--- src/bfh_pkg.sv ---
// Shared constants and types for the bloom filter block.
package bfh_pkg;

  localparam logic [31:0] FNV_PRIME    = 32'd16777619;
  localparam logic [31:0] FNV_BASIS    = 32'd2166136261;
  localparam int          STRIDE_SHIFT = 16;

  localparam int CFG_BITS_W  = 17;
  localparam int CFG_HASH_W  = 5;
  localparam int CFG_DATA_W  = 17;
  localparam int CFG_INDEX_W = 1;

  localparam logic [CFG_INDEX_W-1:0] CFG_BITS_USED  = 1'd0;
  localparam logic [CFG_INDEX_W-1:0] CFG_HASH_COUNT = 1'd1;

  localparam logic OP_ADD   = 1'b0;
  localparam logic OP_CHECK = 1'b1;

  typedef struct packed {
    logic done;
    logic pop;
    logic clearing;
  } bfh_stat_t;

endpackage

--- src/bfh_front.sv ---
// Front end: byte intake, first hash, ping-pong key buffer and job queue.
module bfh_front
  import bfh_pkg::*;
#(
  parameter int MAX_KEY_LEN = 256,
  parameter int LENW        = 9,
  parameter int AW          = 8
) (
  input  logic            clk,
  input  logic            rst_n,
  input  logic            in_tvalid,
  output logic            in_tready,
  input  logic [7:0]      in_tdata,
  input  logic            in_tuser,
  input  logic            in_tlast,
  input  bfh_stat_t       stat,
  input  logic [AW:0]     rd_addr,
  output logic [7:0]      rd_data,
  output logic            job_valid,
  output logic            job_op,
  output logic            job_ovf,
  output logic [31:0]     job_h1,
  output logic [LENW-1:0] job_len,
  output logic            job_sel
);

  logic [7:0]      buf_mem [2**(AW+1)];
  logic [7:0]      rd_data_r;
  logic [31:0]     h1_r;
  logic [31:0]     h1_nxt;
  logic [LENW-1:0] len_r;
  logic            ovf_r;
  logic            wsel_r;
  logic [1:0]      outst_r;
  logic            q_op_r  [2];
  logic            q_ovf_r [2];
  logic [31:0]     q_h1_r  [2];
  logic [LENW-1:0] q_len_r [2];
  logic            q_sel_r [2];
  logic            q_wp_r;
  logic            q_rp_r;
  logic [1:0]      q_cnt_r;
  logic            beat;
  logic            room;
  logic            push;

  assign in_tready = !stat.clearing && (outst_r != 2'd2);
  assign beat      = in_tvalid && in_tready;
  assign room      = len_r < LENW'(MAX_KEY_LEN);
  assign push      = beat && in_tlast;
  assign h1_nxt    = 32'((h1_r ^ {24'd0, in_tdata}) * FNV_PRIME);

  always_ff @(posedge clk) begin
    if (beat && room) begin
      buf_mem[{wsel_r, len_r[AW-1:0]}] <= in_tdata;
    end
    rd_data_r <= buf_mem[rd_addr];
  end

  assign rd_data = rd_data_r;

  always_ff @(posedge clk) begin
    if (!rst_n) begin
      h1_r    <= FNV_BASIS;
      len_r   <= '0;
      ovf_r   <= 1'b0;
      wsel_r  <= 1'b0;
      outst_r <= 2'd0;
      q_wp_r  <= 1'b0;
      q_rp_r  <= 1'b0;
      q_cnt_r <= 2'd0;
    end else begin
      if (beat) begin
        if (in_tlast) begin
          h1_r   <= FNV_BASIS;
          len_r  <= '0;
          ovf_r  <= 1'b0;
          wsel_r <= !wsel_r;
        end else begin
          h1_r  <= h1_nxt;
          ovf_r <= ovf_r || !room;
          if (room) begin
            len_r <= LENW'(len_r + 1'b1);
          end
        end
      end
      if (push) begin
        q_op_r[q_wp_r]  <= in_tuser;
        q_ovf_r[q_wp_r] <= ovf_r || !room;
        q_h1_r[q_wp_r]  <= h1_nxt;
        q_len_r[q_wp_r] <= room ? LENW'(len_r + 1'b1) : len_r;
        q_sel_r[q_wp_r] <= wsel_r;
        q_wp_r          <= !q_wp_r;
      end
      if (stat.pop) begin
        q_rp_r <= !q_rp_r;
      end
      q_cnt_r <= 2'(q_cnt_r + {1'b0, push} - {1'b0, stat.pop});
      outst_r <= 2'(outst_r + {1'b0, push} - {1'b0, stat.done});
    end
  end

  assign job_valid = q_cnt_r != 2'd0;
  assign job_op    = q_op_r[q_rp_r];
  assign job_ovf   = q_ovf_r[q_rp_r];
  assign job_h1    = q_h1_r[q_rp_r];
  assign job_len   = q_len_r[q_rp_r];
  assign job_sel   = q_sel_r[q_rp_r];

endmodule

--- config.mk ---
export PLATFORM = sky130hd
export DESIGN_NAME = bfh_front
export DESIGN_NICKNAME = d
export VERILOG_FILES = /design/src/bfh_pkg.sv /design/src/bfh_front.sv
export SDC_FILE = /design/constraint.sdc
export NUM_CORES = 2
export LEC_CHECK = 0
export BUFFER_PORTS_ARGS = -buffer_cell sky130_fd_sc_hd__buf_2
export CAP_MARGIN = 40
export CORE_ASPECT_RATIO = 0.9
export CORE_UTILIZATION = 24
export CTS_BUF_LIST = sky130_fd_sc_hd__clkbuf_4 sky130_fd_sc_hd__clkbuf_8
export DETAILED_ROUTE_END_ITERATION = 12
export PLACE_DENSITY = 0.38
export SLEW_MARGIN = 20
export SYNTH_ARGS = -nofsm -noshare
export SYNTH_HDL_FRONTEND = slang
export SYNTH_MEMORY_MAX_BITS = 65536
export SYNTH_SLANG_ARGS = --single-unit
--- constraint.sdc ---
create_clock -name clk -period 9.3 [get_ports clk]
set_clock_uncertainty 0.1 [all_clocks]
set_input_delay 1.395 -clock clk [delete_from_list [all_inputs] [get_ports clk]]
set_output_delay 1.395 -clock clk [all_outputs]
set_load 0.03 [all_outputs]
# After elaboration in Yosys (flattened, before gate mapping)
# Memory sizes are Yosys's and may differ from the RTL's. A register that Yosys moved wholly into a read port is not among the register bits.
# Cells that the tools add are included.
# W data, S select, Z words.
# totals
reg_bits	49
ramBits	4184
inputBits	25
out_inout_bits	54
word_cells	54
n_memories	6
# classes
add_sub_neg	5
multipliers	1
order_cmp	1
n_eq_ne	1
n_mux	19
n_bitwise	1
reduce_logical	12
# mem_list
memory	words	width	read_ports	rd_clocked_by_memory_dff	wr	line_no	rtl
buf_mem	512	8	1	1	1	bfh_front.sv:27	logic [7:0] buf_mem [2**(AW+1)];
q_h1_r	2	32	1	1	1	bfh_front.sv:37	logic [31:0] q_h1_r [2];
q_len_r	2	9	1	1	1	bfh_front.sv:38	logic [LENW-1:0] q_len_r [2];
q_op_r	2	1	1	1	1	bfh_front.sv:35	logic q_op_r [2];
q_ovf_r	2	1	1	1	1	bfh_front.sv:36	logic q_ovf_r [2];
q_sel_r	2	1	1	1	1	bfh_front.sv:39	logic q_sel_r [2];
# op_table
op	count
$mul A32 B25 Y32 const B	1
$mux W32	1
$xor A32 B8 Y32	1
$mux W9	2
$mux W1	16
$add A9 B1 Y9 const B	1
$lt A9 B9 Y1 const B	1
$logic_not A1 Y1	5
$add A2 B1 Y2	2
$logic_and A1 B1 Y1	4
$sub A2 B1 Y2	2
$ne A2 B2 Y1 const B	1
$reduce_and A2 Y1	1
$reduce_bool A2 Y1	1
$logic_or A1 B1 Y1	1

# Longest topological paths before layout
# logic_depth
ltp_word	7
depth_mapped	22
depth_no_buf	22

# Worst setup path after synthesis
# Ideal clock, no wire load.
# synth_timing
path_type	input port to flip-flop
start	in stat[0] in the netlist's numbering
end	mem q_h1_r[0][0] (enable)
setup_time_ps	509
arrival_ps	5666
t_required_ps	8691
path_slack_ps	3025
path_stages	4
cell_sequence	a21oi_1 > and2_1 > nand2_1 > nor3b_1
# synth_via
elab_chain_len	7
# synth_rtl
element	line_no	rtl
from (decl)	bfh_front.sv:16	input bfh_stat_t stat,
$logic_not A1 Y1	bfh_front.sv:47	assign in_tready = !stat.clearing && (outst_r != 2'd2);
$logic_and A1 B1 Y1	bfh_front.sv:47	
$logic_and A1 B1 Y1	bfh_front.sv:48	assign beat = in_tvalid && in_tready;
$logic_and A1 B1 Y1	bfh_front.sv:50	assign push = beat && in_tlast;
$mux W1	bfh_front.sv:87	if (push) begin
$mux W1	bfh_front.sv:63	if (!rst_n) begin
$mux W1 (not written as such)	bfh_front.sv:90	q_h1_r[q_wp_r] <= h1_nxt;
to (decl)	bfh_front.sv:37	
# No other way between the ends.

# Final worst setup path
# layout_timing
start	in in_tdata[4]
end	reg h1_r[28]
# layout_via
elab_chain_len	3
# layout_rtl
element	line_no	rtl
from (decl)	bfh_front.sv:13	input logic [7:0] in_tdata,
$xor A32 B8 Y32	bfh_front.sv:51	assign h1_nxt = 32'((h1_r ^ {24'd0, in_tdata}) * FNV_PRIME);
$mul A32 B25 Y32	bfh_front.sv:51	
via h1_nxt[28]	bfh_front.sv:30	logic [31:0] h1_nxt;
$mux W32	bfh_front.sv:74	if (in_tlast) begin
to (signal assigned)	bfh_front.sv:80	h1_r <= h1_nxt;
to (decl)	bfh_front.sv:29	logic [31:0] h1_r;
# The timed path passes the listed nets, and every way through them passes these cells.
# A chain may end at the register's enable or synchronous reset.

==> run_results.csv <==
group,metric,value,unit
floorplan,ios,79,
sta,rsz0062_at_grt,"no",
final_layout,nFillCells,69400,
synth,ys_async_sr_fraction,0,%
placed_design,placed_cells,17800,
sta,hold_violations,0,
final_layout,register_area,127000,um^2
clocking,hold_buffers,0,
sta,tightest_slew,1360,ps
detailed_routing,vias,87200,
critical_path,worstSetupPathType,"in2reg",
synth,synth_area_per_cell,19.5,um^2
synth,ys_warn_count,0,
sta,fin_tns_setup,0,ps
power_and_ir_drop,p_per_area,253,nW/um^2
critical_path,end_kind,"register",
synth,synth.most_common_cell,"edfxtp_1",
sta,fin_crit_sh,66.5,%
synth,synthCells,8632,
critical_path,slowest_delay,710,ps
critical_path,crit_chain,"buf_8, xor2_1, ha_1, ha_1, fa_1, ha_1, fa_1, ha_1, inv_1, fa_1, inv_1, ha_1, o21ai_0, a21oi_1, o41ai_2, o31ai_1, a21o_1, a21oi_1, xnor2_1, a32o_1",
clocking,clkTransAtPathRegs,60,ps
clocking,cts_resized,0,
synth,yosysUniqueCellTypes,54,
detailed_routing,viasPerCell,4.52,
placed_design,port_buffers,78,
critical_path,cp_slowest_cell,"o31ai_1",
sta,slew_headroom,9.27,%
detailed_routing,routedWlPerCell,27.0,um
placed_design,place_congestion,0.778,
min_path,min_path_cells,1,
floorplan,start_util,24.1,%
final_layout,layout-drive-gt1-share,26.0,%
sta,period_minus_slack,6180,ps
grt,antenna_found_initial,51,
power_and_ir_drop,leakage,63.5,nW
grt,overflow,0,
synth,syn_nets,8923,
final_layout,multi_input_area,39000,um^2
clocking,postCtsSetupBuffers,0,
grt,grt_pass1_wl,725000,um
min_path,min_from,"in_tuser",
sta,finalMaxSlewViolations,0,
clocking,clk-insertion-delay-late,1280,ps
sta,finalSetupViolCount,0,
floorplan,core-area,699000,um^2
critical_path,regToRegSetupSlack,3410,ps
detailed_routing,ant_nets,0,
floorplan,rows,291,
power_and_ir_drop,max-vdd-ir-drop,0.660,mV
synth,synth.cell_area,169000,um^2
floorplan,die_h,797,um
synth,synth_top_area_share,74.5,%
critical_path,required,10370,ps
detailed_routing,drtIter0Drc,7849,
placed_design,post-dp-hpwl,328000,um
synth,ys_ff_latch,4242,
synth,ys.flop_type,"edfxtp_1",
clocking,cts_tree,"built",
critical_path,reg2reg_to,"h1_r[28]",
clocking,cts_buffers,708,
critical_path,reg2reg_from,"h1_r[4]",
clocking,htreeDepth,6,
synth,ys_seq_area_share,75.2,%
run,drv_cap,0,
grt,grt_max_degree,170,
critical_path,worstPathMaxFanout,66,
detailed_routing,wirelength,521000,um
run_status,violations,"design-rule violations",
synth,ys_top_cells_by_area,"edfxtp_1 (75%), mux4_2 (10%), mux2i_1 (3.0%)",
grt,first_global_vias,91100,
final_layout,finalNonFillerCells,19300,
sta,timing.fmax,162,MHz
run_status,outcome,"finished with violations",
critical_path,reg2reg_depth,19,
clocking,cts.sinks,4242,
final_layout,layout.nets,9795,
clocking,clk_path_buf_depth,4,
floorplan,dieArea,706000,um^2
synth,synth-edff-count,4184,
synth,netlist_top_cells_count,"edfxtp_1 (4184), mux4_2 (768), nor2_1 (562), mux2i_1 (512), a22oi_1 (394)",
critical_path,worstPathArrival,7250,ps
final_layout,area_growth,17.0,%
min_path,worstHoldEndpoint,"q_op_r[1]",
critical_path,cp-start-kind,"input pin",
critical_path,critical_path.top_delay_family,"adder cells",
clocking,ctsRootBufferMaster,"clkbuf_8",
detailed_routing,first_pass_iters,9,
critical_path,crit_top_cell,"ha_1",
min_path,min_path_type,"in2reg",
synth,yosysTopAreaCell,"edfxtp_1",
floorplan,fp.dieW,886,um
detailed_routing,post-route-drc-count,4,
critical_path,cp.buffers_inverters,3,
grt,grt_usage,14.3,%
-- cell type report --
type / count / area share (%)
antenna: 12 / 0.0152
clock buffer: 952 / 5.92
clock inverter: 303 / 0.884
inverter: 175 / 0.333
multi-input combinational: 3702 / 19.8
sequential: 4242 / 64.3
tap: 9229 / 5.85
timing repair buffer: 675 / 2.98
-- report_power, final --
group          switching, mW  internal [mW]
Combinational           7.53           4.22
Sequential             0.121           22.0
Clock                   7.71           8.42
-- sequential cells by signal (all words and copies together), names as in the netlist, named ones only --
signal,count
q_op_r,2
buf_mem,4096
q_h1_r,64
q_rp_r,1
ovf_r,1
q_sel_r,2
outst_r,2
q_len_r,18
len_r,9
q_cnt_r,2
rd_data,8
wsel_r,1
h1_r,32
q_wp_r,1
q_ovf_r,2
-- how the worst max path moves through the flow --
stage	to	startpoint	cells after the start
2_1_floorplan	q_h1_r[0][0]	stat[0]	4
3_3_place_gp	h1_r[30]	in_tdata[4]	20
3_5_place_dp	h1_r[25]	in_tdata[4]	20
4_1_cts	h1_r[25]	in_tdata[4]	20
5_1_grt	h1_r[25]	in_tdata[4]	20
6_report	h1_r[28]	in_tdata[4]	20
-- layout by cell type (no fill, tap or decap), drive strengths merged, types with 6 or more instances in the layout --
cell and instances:
mux2i 512, clkbuf 952, mux2 45, fa 74
a31oi 65, a21oi 255, a21boi 7, xor2 26
edfxtp 4184, a32o 6, clkinvlp 15, nor2b 26
and3 7, a22oi 394, diode 12, clkinv 255
buf 675, a221oi 32, a211o 34, nand2 213
nand2b 9, xnor2 42, dfxtp 58, or2 6
and2 25, nand3 83, nor2 562, ha 192
bufinv 10, inv 198, o21ai 92, nand4 33
nor3 10, a22o 96, nor4 43, mux4 768
-- metrics by stage --
step / setup slack [ps] / total power, mW / util (%) / hold WS [ps] / cell area (um^2)
finish: 3120 / 50.0 / 28.2 / 251 / 197000
detailed placement: 1860 / 34.3 / 26.1 / 369 / 182000
CTS: 3310 / 50.7 / 28.0 / 63.3 / 196000
global route: 2790 / 52.8 / 28.2 / 161 / 197000
floorplan: 3020 / 30.4 / - / 324 / 169000
global placement: 1780 / 34.4 / 25.8 / 347 / 180000
-- layer usage --
metal | track usage (%) | share of wire (%)
met5 | 0 | 0.014
met4 | 3.19 | 2.1
met3 | 2.50 | 5.3
met2 | 22.4 | 46
met1 | 20.7 | 47
-- cells by family after synthesis --
family / share of synthesized area, %
AND/OR/NAND/NOR: 2.63
AO/OA/AOI/OAI: 4.08
flip-flops: 75.2
XOR/XNOR: 0.353
adder cells (fa/ha/maj): 2.30
buffers and inverters: 1.85
multiplexers: 13.6
(Power assumes the default switching activity.)
